File: src/rtl/core/bra_pkg.sv
`timescale 1ns / 1ps

package bra_pkg;

    // Default store size in bytes
    localparam int MAP_BYTES_DEF = 32;

    // Configuration register
    localparam int              CFG_W       = 6;
    localparam logic [CFG_W-1:0] BYTES_RESET = 6'd32;

    // Bit positions inside the managed area (up to 63 bytes of 8 bits)
    localparam int POS_W = 9;

    localparam logic [7:0] BYTE_ALL_ONES = 8'hff;

    // Operation codes
    typedef enum logic [1:0] {
        OP_TEST  = 2'd0,
        OP_WRITE = 2'd1,
        OP_FIND  = 2'd2,
        OP_CLEAR = 2'd3
    } op_t;

    // Sequencer states
    typedef enum logic [2:0] {
        ST_INIT,
        ST_IDLE,
        ST_BIT,
        ST_CLR,
        ST_SCAN,
        ST_REPLY
    } state_t;

    // Input word
    typedef struct packed {
        op_t        op;
        logic [7:0] mark_idx;
        logic       bit_value;
        logic [8:0] run_length;
    } in_word_t;

    // Result word
    typedef struct packed {
        logic       bit_state;
        logic       found;
        logic [7:0] run_start;
    } out_word_t;

    // Sequencer to scan unit
    typedef struct packed {
        logic clear;
        logic step;
    } scan_ctl_t;

    // Scan unit status
    typedef struct packed {
        logic             hit;
        logic [POS_W-1:0] start;
    } scan_res_t;

endpackage

File: src/rtl/core/bra_ram.sv
`timescale 1ns / 1ps

module bra_ram #(
    parameter  int WIDTH = 8,
    parameter  int DEPTH = 32,
    localparam int AW    = (DEPTH > 1) ? $clog2(DEPTH) : 1
) (
    input  logic             aclk,
    input  logic             we,
    input  logic [AW-1:0]    waddr,
    input  logic [WIDTH-1:0] wdata,
    input  logic [AW-1:0]    raddr,
    output logic [WIDTH-1:0] rdata
);

    logic [WIDTH-1:0] mem [DEPTH];

    // One write port, one registered read port
    always_ff @(posedge aclk) begin
        if (we) begin
            mem[waddr] <= wdata;
        end
        rdata <= mem[raddr];
    end

endmodule

File: src/rtl/core/bra_run_scan.sv
`timescale 1ns / 1ps

module bra_run_scan (
    input  logic                     aclk,
    input  logic                     aresetn,
    input  bra_pkg::scan_ctl_t       ctl,
    input  logic [7:0]               byte_data,
    input  logic [bra_pkg::POS_W-1:0] base_pos,
    input  logic [8:0]               run_len,
    output bra_pkg::scan_res_t       res
);

    import bra_pkg::*;

    logic [8:0]       streak_reg, streak_next;
    logic             hit_reg, hit_next;
    logic [POS_W-1:0] start_reg, start_next;

    // Walk the eight marks of one byte, lowest first; freeze at the first run
    always_comb begin
        streak_next = streak_reg;
        hit_next    = hit_reg;
        start_next  = start_reg;
        if (ctl.clear) begin
            streak_next = '0;
            hit_next    = 1'b0;
            start_next  = '0;
        end else if (ctl.step) begin
            for (int i = 0; i < 8; i++) begin
                if (!hit_next) begin
                    if (byte_data[i]) begin
                        streak_next = '0;
                    end else begin
                        streak_next = streak_next + 9'd1;
                    end
                    if (streak_next == run_len) begin
                        hit_next   = 1'b1;
                        start_next = POS_W'(base_pos + POS_W'(i) + 9'd1 - run_len);
                    end
                end
            end
        end
    end

    always_ff @(posedge aclk) begin
        if (!aresetn) begin
            streak_reg <= '0;
            hit_reg    <= 1'b0;
            start_reg  <= '0;
        end else begin
            streak_reg <= streak_next;
            hit_reg    <= hit_next;
            start_reg  <= start_next;
        end
    end

    assign res.hit   = hit_reg;
    assign res.start = start_reg;

endmodule

File: src/rtl/core/bitmap_run_allocator.sv
`timescale 1ns / 1ps

// Bitmap run allocator: MAP_BYTES bytes of allocation marks, bit n in byte n/8.
// Input channel (s_valid/s_ready/s_data) takes one command word: test a mark,
// write a mark, find the lowest run of free marks, or clear the bytes in use.
// Result channel (m_valid/m_ready/m_data) returns exactly one word per command.
// Config channel (cfg_valid/cfg_ready/cfg_data) sets bytes_in_use; always ready,
// write it only while no command is in flight.
// Test and write use one byte in the bit state; clear-all writes N bytes and
// find reads up to N bytes, where N is min(bytes_in_use, MAP_BYTES). Find
// stops early at the first run; a zero or oversized length, a clear-all with
// N zero, or a test or write past the store goes straight to the reply state.
// The map is a single-port-write, registered-read RAM, scanned one byte per
// cycle through one shared byte scanner; that byte rate sets the find time.
// One command is handled at a time; s_ready is high only in idle, and the next
// command can be accepted on the edge that takes the result, so none overlap.
// Reset: a clearing pass writes zero to every map byte, with s_ready low;
// bytes_in_use returns to 32.
// A stalled receiver holds the result in the output register; a new command
// may be accepted meanwhile and waits at its end for the register to drain.
module bitmap_run_allocator #(
    parameter int MAP_BYTES = bra_pkg::MAP_BYTES_DEF
) (
    input  logic                      aclk,
    input  logic                      aresetn,
    input  logic                      s_valid,
    output logic                      s_ready,
    input  bra_pkg::in_word_t         s_data,
    output logic                      m_valid,
    input  logic                      m_ready,
    output bra_pkg::out_word_t        m_data,
    input  logic                      cfg_valid,
    output logic                      cfg_ready,
    input  logic [bra_pkg::CFG_W-1:0] cfg_data
);

    import bra_pkg::*;

    localparam int ADDR_W   = (MAP_BYTES > 1) ? $clog2(MAP_BYTES) : 1;
    localparam int CMP_W    = (ADDR_W > CFG_W) ? ADDR_W : CFG_W;
    localparam int MAP_BITS = MAP_BYTES * 8;

    state_t            state_reg, state_next;
    logic [ADDR_W-1:0] ptr_reg, ptr_next;
    logic              issue_done_reg, issue_done_next;
    logic              rd_vld_reg, rd_vld_next;
    logic              rd_last_reg, rd_last_next;
    logic [CFG_W-1:0]  rd_idx_reg, rd_idx_next;
    logic              bitv_reg, bitv_next;
    in_word_t          item_reg;
    logic [CFG_W-1:0]  bytes_in_use_reg;
    logic              m_valid_reg, m_valid_next;
    out_word_t         m_data_reg, m_data_next;

    logic [CFG_W-1:0]  active;
    logic              ptr_at_last;
    logic              accept;
    logic              out_free;
    logic              in_range;

    logic              ram_we;
    logic [ADDR_W-1:0] ram_waddr;
    logic [7:0]        ram_wdata;
    logic [ADDR_W-1:0] ram_raddr;
    logic [7:0]        ram_rdata;
    logic [7:0]        bit_sel;

    scan_ctl_t         scan_ctl;
    scan_res_t         scan_res;

    // Config register
    assign cfg_ready = 1'b1;

    always_ff @(posedge aclk) begin
        if (!aresetn) begin
            bytes_in_use_reg <= BYTES_RESET;
        end else if (cfg_valid) begin
            bytes_in_use_reg <= cfg_data;
        end
    end

    // Effective byte count and end of sweep
    always_comb begin
        if (32'(bytes_in_use_reg) > MAP_BYTES) begin
            active = CFG_W'(MAP_BYTES);
        end else begin
            active = bytes_in_use_reg;
        end
    end

    assign ptr_at_last = (CMP_W'(ptr_reg) == CMP_W'(active - 6'd1));
    assign s_ready     = (state_reg == ST_IDLE);
    assign accept      = s_valid && s_ready;
    assign out_free    = !m_valid_reg || m_ready;
    assign in_range    = (32'(s_data.mark_idx) < MAP_BITS);
    assign bit_sel     = 8'd1 << item_reg.mark_idx[2:0];

    // Map store
    bra_ram #(
        .WIDTH (8),
        .DEPTH (MAP_BYTES)
    ) u_ram (
        .aclk  (aclk),
        .we    (ram_we),
        .waddr (ram_waddr),
        .wdata (ram_wdata),
        .raddr (ram_raddr),
        .rdata (ram_rdata)
    );

    // Shared byte scanner
    assign scan_ctl.clear = accept;
    assign scan_ctl.step  = (state_reg == ST_SCAN) && rd_vld_reg;

    bra_run_scan u_scan (
        .aclk      (aclk),
        .aresetn   (aresetn),
        .ctl       (scan_ctl),
        .byte_data (ram_rdata),
        .base_pos  ({rd_idx_reg, 3'b000}),
        .run_len   (item_reg.run_length),
        .res       (scan_res)
    );

    // Sequencer
    always_comb begin
        state_next      = state_reg;
        ptr_next        = ptr_reg;
        issue_done_next = issue_done_reg;
        rd_vld_next     = 1'b0;
        rd_last_next    = 1'b0;
        rd_idx_next     = rd_idx_reg;
        bitv_next       = bitv_reg;
        m_valid_next    = m_valid_reg && !m_ready;
        m_data_next     = m_data_reg;
        ram_we          = 1'b0;
        ram_waddr       = ptr_reg;
        ram_wdata       = '0;
        ram_raddr       = ptr_reg;

        case (state_reg)
            ST_INIT: begin
                ram_we = 1'b1;
                if (ptr_reg == ADDR_W'(MAP_BYTES - 1)) begin
                    ptr_next   = '0;
                    state_next = ST_IDLE;
                end else begin
                    ptr_next = ptr_reg + 1'b1;
                end
            end

            ST_IDLE: begin
                ram_raddr = ADDR_W'(s_data.mark_idx[7:3]);
                if (accept) begin
                    ptr_next        = '0;
                    issue_done_next = 1'b0;
                    bitv_next       = 1'b0;
                    case (s_data.op)
                        OP_TEST, OP_WRITE: begin
                            state_next = in_range ? ST_BIT : ST_REPLY;
                        end
                        OP_FIND: begin
                            if (s_data.run_length == 9'd0 ||
                                s_data.run_length > {active, 3'b000}) begin
                                state_next = ST_REPLY;
                            end else begin
                                state_next = ST_SCAN;
                            end
                        end
                        default: begin
                            state_next = (active == '0) ? ST_REPLY : ST_CLR;
                        end
                    endcase
                end
            end

            // Byte of a test or write is on the read port
            ST_BIT: begin
                ram_waddr = ADDR_W'(item_reg.mark_idx[7:3]);
                bitv_next = ram_rdata[item_reg.mark_idx[2:0]];
                if (item_reg.op == OP_WRITE) begin
                    ram_we = 1'b1;
                    if (item_reg.bit_value) begin
                        ram_wdata = ram_rdata | bit_sel;
                    end else begin
                        ram_wdata = ram_rdata & (BYTE_ALL_ONES ^ bit_sel);
                    end
                end
                state_next = ST_REPLY;
            end

            ST_CLR: begin
                ram_we = 1'b1;
                if (ptr_at_last) begin
                    state_next = ST_REPLY;
                end else begin
                    ptr_next = ptr_reg + 1'b1;
                end
            end

            // Read one byte per cycle, scan the one read last cycle
            ST_SCAN: begin
                if (!issue_done_reg) begin
                    rd_vld_next  = 1'b1;
                    rd_last_next = ptr_at_last;
                    rd_idx_next  = CFG_W'(ptr_reg);
                    if (ptr_at_last) begin
                        issue_done_next = 1'b1;
                    end else begin
                        ptr_next = ptr_reg + 1'b1;
                    end
                end
                if (scan_res.hit || (rd_vld_reg && rd_last_reg)) begin
                    rd_vld_next = 1'b0;
                    state_next  = ST_REPLY;
                end
            end

            ST_REPLY: begin
                if (out_free) begin
                    m_valid_next          = 1'b1;
                    m_data_next.bit_state = (item_reg.op == OP_TEST) && bitv_reg;
                    m_data_next.found     = 1'b0;
                    m_data_next.run_start = '0;
                    if (item_reg.op == OP_FIND && scan_res.hit &&
                        !scan_res.start[POS_W-1]) begin
                        m_data_next.found     = 1'b1;
                        m_data_next.run_start = scan_res.start[7:0];
                    end
                    state_next = ST_IDLE;
                end
            end

            default: begin
                state_next = ST_IDLE;
            end
        endcase
    end

    always_ff @(posedge aclk) begin
        if (!aresetn) begin
            state_reg      <= ST_INIT;
            ptr_reg        <= '0;
            issue_done_reg <= 1'b0;
            rd_vld_reg     <= 1'b0;
            rd_last_reg    <= 1'b0;
            m_valid_reg    <= 1'b0;
        end else begin
            state_reg      <= state_next;
            ptr_reg        <= ptr_next;
            issue_done_reg <= issue_done_next;
            rd_vld_reg     <= rd_vld_next;
            rd_last_reg    <= rd_last_next;
            m_valid_reg    <= m_valid_next;
        end
    end

    // Payload registers
    always_ff @(posedge aclk) begin
        rd_idx_reg <= rd_idx_next;
        bitv_reg   <= bitv_next;
        m_data_reg <= m_data_next;
        if (accept) begin
            item_reg <= s_data;
        end
    end

    assign m_valid = m_valid_reg;
    assign m_data  = m_data_reg;

endmodule

File: config.mk
export PLATFORM = sky130hd
export DESIGN_NAME = bitmap_run_allocator
export DESIGN_NICKNAME = d
export VERILOG_FILES = /design/src/rtl/core/bra_pkg.sv /design/src/rtl/core/bra_ram.sv /design/src/rtl/core/bra_run_scan.sv /design/src/rtl/core/bitmap_run_allocator.sv
export SDC_FILE = /design/constraint.sdc
export NUM_CORES = 1
export LEC_CHECK = 0
export BUFFER_PORTS_ARGS = -buffer_cell sky130_fd_sc_hd__buf_2
export CORE_MARGIN = 3
export CORE_UTILIZATION = 40
export CTS_CLUSTER_DIAMETER = 150
export CTS_CLUSTER_SIZE = 20
export DETAILED_ROUTE_END_ITERATION = 8
export HOLD_SLACK_MARGIN = 0.1
export PLACE_DENSITY = 0.64
export SLEW_MARGIN = 20
export SYNTH_ARGS = -nofsm -noshare
export SYNTH_HDL_FRONTEND = slang
export SYNTH_HIERARCHICAL = 1
export SYNTH_SLANG_ARGS = --single-unit
File: constraint.sdc
create_clock -name aclk -period 8.95 [get_ports aclk]
set_clock_uncertainty 0.1 [all_clocks]
set_input_delay 1.3425 -clock aclk [delete_from_list [all_inputs] [get_ports aclk]]
set_output_delay 1.3425 -clock aclk [all_outputs]
set_load 0.01 [all_outputs]
; After elaboration in Yosys (flattened, before gate mapping)
; Memory sizes are Yosys's and may differ from the RTL's. A register that Yosys moved wholly into a read port is not among the register bits.
; Cells that the tools add are included.
[word_totals]
regBits = 73
ram_bits = 256
input_bits = 31
out_inout_bits = 13
word_cells = 256
mem_count = 1
[op_classes]
n_addsub = 32
magnitude_cmp = 3
eq_ne = 25
shift = 1
mux = 137
n_bitwise = 6
n_reduce_logical = 32
[memory_table]
columns = memory, depth, word_bits, rd, rd_clocked_by_memory_dff, write_ports, line
row1 = u_ram.mem, 32, 8, 1, 1, 1, bra_ram.sv:16  ; logic [WIDTH-1:0] mem [DEPTH];
[ops]
columns = op, count
row1 = $mux W9, 73
row2 = $add A9 B1 Y9 const B, 15
row3 = $eq A9 B9 Y1, 8
row4 = $sub A9 B9 Y9, 8
row5 = $mux W1, 41
row6 = $add A8 B3 Y9 const B, 4
row7 = $mux W5, 6
row8 = $mux W8, 3
row9 = $pmux W5 S4, 1
row10 = $add A8 B2 Y9 const B, 2
row11 = $mux W3, 6
row12 = $pmux W3 S6, 1
row13 = $add A8 B1 Y9 const B, 1
row14 = $gt A9 B9 Y1, 1
row15 = $logic_not A9 Y1, 1
row16 = $and A8 B8 Y8, 1
row17 = $ne A2 B2 Y1 const B, 4
row18 = $not A8 Y8, 1
row19 = $or A8 B8 Y8, 1
row20 = $reduce_and A2 Y1, 4
row21 = $shl A1 B3 Y8 const A, 1
row22 = $logic_and A1 B1 Y1, 7
row23 = $eq A3 B2 Y1 const B, 2
row24 = $eq A3 B3 Y1 const B, 2
row25 = other kinds (26), 42

; Depth between registers and ports, before layout
[logic_depth]
depth_word = 64
mapped_depth = 43
depth_no_buf = 36

; Modules after synthesis
; Netlist, hierarchy kept.
[by_module_without_submodules]
columns = module, instances, cells_per_inst, area_per_inst_um2, seq_area_each_um2
row1 = bra_ram, 1, 417, 10053.4, 7847.5
row2 = bra_run_scan, 1, 1379, 9561.7, 380.4
row3 = bitmap_run_allocator, 1, 259, 2819.0, 1441.4

; Worst setup path before layout
; Ideal clock, no wire load.
[synth_timing]
path_kind = register to register
startpoint = register u_scan.hit_reg
endpoint = register u_scan.start_reg[0]
arrival_time_ns = 9.485
setup_slack_ns = -0.726
path_stages_with_launch = 37
synth_period_minus_slack_ns = 9.676
path_cell_list = dfxtp_1 -> buf_2 -> buf_2 -> buf_2 -> buf_1 -> o21ai_0 -> ha_1 -> nand2b_1 -> or3b_1 -> nor3_2 -> and3_1 -> nand3_1 -> mux2_4 -> a21oi_4 -> nor2_1 -> o311ai_4 -> a211oi_4 -> or4_4 -> a211oi_4 -> nor2_1 -> and3_1 -> a221o_1 -> a31oi_2 -> mux2i_1 -> inv_1 -> ha_1 -> inv_1 -> nor4b_1 -> mux2i_1 -> a211oi_2 -> mux2i_1 -> xnor2_1 -> or4_1 -> or4_1 -> buf_2 -> a311o_1 -> a311oi_1
[synth_between]
elab_chain_cells = 59
word_cells_on_any_way = 107
classes_between = add/sub: 7 / eq/ne: 7 / mux: 93
[synth_rtl]
columns = item, line
row1 = "start, declared", bra_run_scan.sv:16  ; logic hit_reg, hit_next;
row2 = "start signal, assigned", bra_run_scan.sv:52  ; hit_reg <= hit_next;
row3 = $mux W9, bra_run_scan.sv:30  ; if (!hit_next) begin
row4 = $mux W9, bra_run_scan.sv:28  ; end else if (ctl.step) begin
row5 = $mux W9, bra_run_scan.sv:24  ; if (ctl.clear) begin
row6 = $add A9 B1 Y9, bra_run_scan.sv:34  ; streak_next = streak_next + 9'd1;
row7 = $mux W9, bra_run_scan.sv:31  ; if (byte_data[i]) begin
row8 = $mux W9, bra_run_scan.sv:30
row9 = $mux W9, bra_run_scan.sv:28
row10 = $mux W9, bra_run_scan.sv:24
row11 = [... 43 more ...], n/a
row12 = $add A9 B1 Y9, bra_run_scan.sv:34
row13 = $mux W9, bra_run_scan.sv:31
row14 = $mux W9, bra_run_scan.sv:30
row15 = $mux W9, bra_run_scan.sv:28
row16 = $mux W9, bra_run_scan.sv:24
row17 = $eq A9 B9 Y1, bra_run_scan.sv:36  ; if (streak_next == run_len) begin
row18 = $mux W9, bra_run_scan.sv:36
row19 = $mux W9 *, bra_run_scan.sv:30
row20 = "end signal, assigned", bra_run_scan.sv:53  ; start_reg <= start_next;
row21 = "end, declared", bra_run_scan.sv:17  ; logic [POS_W-1:0] start_reg, start_next;
; Every way passes the cells marked *; elsewhere a longest branch is shown, timed or not. The select of a mux whose other input is x is not followed.
; A chain may end at the register's enable or synchronous reset.

; Worst setup path in the final report
[layout_timing]
startpoint = register u_scan.streak_reg[0]
endpoint = register u_scan.start_reg[5]
[layout_between]
elab_chain_cells = 64
word_cells_on_any_way = 115
classes_between = add/sub: 8 / eq/ne: 8 / mux: 99
[layout_rtl]
columns = item, line
row1 = "start, declared", bra_run_scan.sv:15  ; logic [8:0] streak_reg, streak_next;
row2 = "start signal, assigned", bra_run_scan.sv:51  ; streak_reg <= streak_next;
row3 = $add A9 B1 Y9, bra_run_scan.sv:34
row4 = $mux W9, bra_run_scan.sv:31
row5 = $mux W9, bra_run_scan.sv:30
row6 = $mux W9, bra_run_scan.sv:28
row7 = $mux W9, bra_run_scan.sv:24
row8 = $mux W9, bra_run_scan.sv:30
row9 = $mux W9, bra_run_scan.sv:28
row10 = $mux W9, bra_run_scan.sv:24
row11 = [... 48 more ...], n/a
row12 = $add A9 B1 Y9, bra_run_scan.sv:34
row13 = $mux W9, bra_run_scan.sv:31
row14 = $mux W9, bra_run_scan.sv:30
row15 = $mux W9, bra_run_scan.sv:28
row16 = $mux W9, bra_run_scan.sv:24
row17 = $eq A9 B9 Y1, bra_run_scan.sv:36
row18 = $mux W9, bra_run_scan.sv:36
row19 = $mux W9 *, bra_run_scan.sv:30
; Marks and branches as above.

==> reports/qor.csv <==
metric,value,unit
track_usage,21.7,%
path_clk_slew,0.10,ns
mostFrequentLayoutCells,"292 x edfxtp_1, 275 x buf_4, 162 x nor2_1, 146 x nand2_1, 92 x a21oi_1",
area_growth,20.6,%
yosysWarnings,6,
initial_core_util,40.6,%
nFillCells,4965,
cp_max_fo,10,
drv_cap,0,
hold_viol_final,0,
seq_area_frac_synth,43.1,%
synth_edf_count,292,
synth-main-ff-cell,edfxtp_1,
place_hpwl,48200,um
grt_util_met2,34.5,%
utilization,48.9,%
grt_overflow,0,
grt_pass1_vias,17700,
postCtsHoldBufs,0,
portBuffers,42,
boundaryPins,44,
startpoint_type,register,
drc,0,
dr_total_vias,18500,
reg2reg_depth,40,
ant_nets,0,
dp_slack,-0.430,ns
end_kind,register,
fin_cells,3056,
ys_types,124,
irDropWorstVdd,0.153,mV
drtPass1Iterations,6,
use_met3,3.67,%
numCtsBuffers,20,
htreeDepth,1,
holdWs,0.441,ns
min_to,u_scan/start_reg[8],
leakage,10.0,nW
antenna_found_initial,1,
clockRootBuffer,clkbuf_16,
drtIter0Drc,1609,
drive_above_1_share,29.9,%
worst_hold_path.num_cells,2,
grt_pass1_wl,102000,um
viasPerCell,6.04,
grt_busiest_layer,met2,
clock_latency,0.55,ns
antenna_cells,0,
synth_cells,2055,
clock-sinks,337,
synth-seq-cells,337,
worst_pin_slew,1.07,ns
fmax,115,MHz
fin_ws,0.277,ns
die_h,243,um
hp-class,register to register,
r2r_start,u_scan/streak_reg[0],
r2r-end,u_scan/start_reg[5],
critPathMaxStageDelay,0.52,ns
r2r_setup_slack,0.28,ns
largest_reg_flops,256,
grt_max_degree,65,
row_count,86,
layout_commonest_cell,edfxtp_1,
hp-start,u_scan/start_reg[8],
gp_congestion,0.905,
drv_slew,0,
syn_area_per_cell,10.9,um2
slew_headroom,28.3,%
dp.cells,2979,
synthDominantCellAreaShare,39.1,%
die_w,243,um
nets,2394,
slowest_stage,or4_4,
grt_use_met1,29.9,%
status,completed,
async_flop_share,0,%
power,3.34,mW
yosys.area.top_type,edfxtp_1,
avgRoutedWirePerCell,22.2,um
fin_crit,8.67,ns
worstPathArrival,9.00,ns
cp.required,9.28,ns
path_class,register to register,
core,55300,um2
die_area,59000,um2
synth_area_leaders,"edfxtp_1 39%, mux4_2 8.2%, dfxtp_1 4.0%",
fin_crit_sh,96.9,%
setup_viol,0,
routed_wl,67800,um
cts_tree,built,
clock_path_buffers,3,
powerDensity,123,nW/um2
syn_area,22400,um2
## layer usage
| layer | up-vias | wire length, um |
|---|---|---|
| li1 | 8447 | - |
| met1 | 9173 | 29200 |
| met2 | 685 | 31600 |
| met3 | 153 | 4510 |
| met4 | 2 | 2430 |
| met5 | - | 13 |
## cell families after synthesis
family / Yosys count / synth area share [%]
xor+xnor: 88 / 3.50
other cells: 2 / 0.0335
fa+ha+maj: 69 / 4.28
buf+inv: 187 / 3.56
mux: 168 / 12.3
simple gates: 683 / 15.8
compound gates: 521 / 17.5
flops: 337 / 43.1
## cell type report
class	instances	area, um2	area share [%]
inverters	55	209	0.772
clock inverters	1	30.0	0.111
multi-input cells	1546	13100	48.3
flip-flops and latches	337	9690	35.8
repair buffers	334	2570	9.51
clock buffers	35	567	2.09
well taps	748	936	3.46
## report_power, final
part | internal (mW) | leakage, nW | switching [mW] | total [mW]
sequential | 1.70 | 3.59 | 0.0240 | 1.73
clock | 0.438 | 0.282 | 0.494 | 0.931
combinational | 0.284 | 6.16 | 0.397 | 0.681
total | 2.43 | 10.0 | 0.914 | 3.34
## Yosys cell counts, drive strengths merged, types with 17 or more instances
cell	n
a211oi	31
a21o	23
a21oi	99
a31oi	28
and2	27
and3	22
buf	52
clkbuf	80
dfxtp	45
edfxtp	292
ha	56
inv	47
mux2	33
mux2i	53
mux4	82
nand2	156
nand2b	17
nand3	52
nand3b	17
nand4	24
nor2	177
nor2b	17
nor3	67
nor4	28
o211ai	31
o21ai	88
o21bai	17
o31ai	17
or2	18
xnor2	62
xor2	25
## through the flow
stage	instance area, um2	TNS, ns
detailed placement	25100	-4.03
CTS	25800	0
global route	27100	-0.171
global placement	25100	-0.913
finish	27100	0
floorplan	22600	0
## repair_timing
action	in CTS	in global routing
gates cloned	0	4
resized for setup	17	159
endpoints found under the setup margin	18	19
pin swaps	4	67
buffers inserted	3	34
## critical path, delay by kind of cell, from the launching register on
family | cells | cell delay [ns]
AO/OA/AOI/OAI | 13 | 2.91
AND/OR/NAND/NOR | 11 | 2.52
buffers and inverters | 7 | 1.08
multiplexers | 4 | 0.82
adder cells (fa/ha/maj) | 3 | 0.60
flip-flops | 1 | 0.38
XOR/XNOR | 2 | 0.15
## how the worst max path moves through the flow
stage / endpoint / from / cells past startpoint
2_1_floorplan: u_scan/start_reg[0] / u_scan/hit_reg / 36
3_3_place_gp: u_scan/start_reg[8] / u_scan/streak_reg[0] / 37
3_5_place_dp: u_scan/start_reg[8] / u_scan/streak_reg[0] / 36
4_1_cts: u_scan/start_reg[5] / u_scan/streak_reg[0] / 35
5_1_grt: u_scan/start_reg[7] / u_scan/streak_reg[0] / 41
6_report: u_scan/start_reg[5] / u_scan/streak_reg[0] / 40
(Power assumes the default switching activity.)
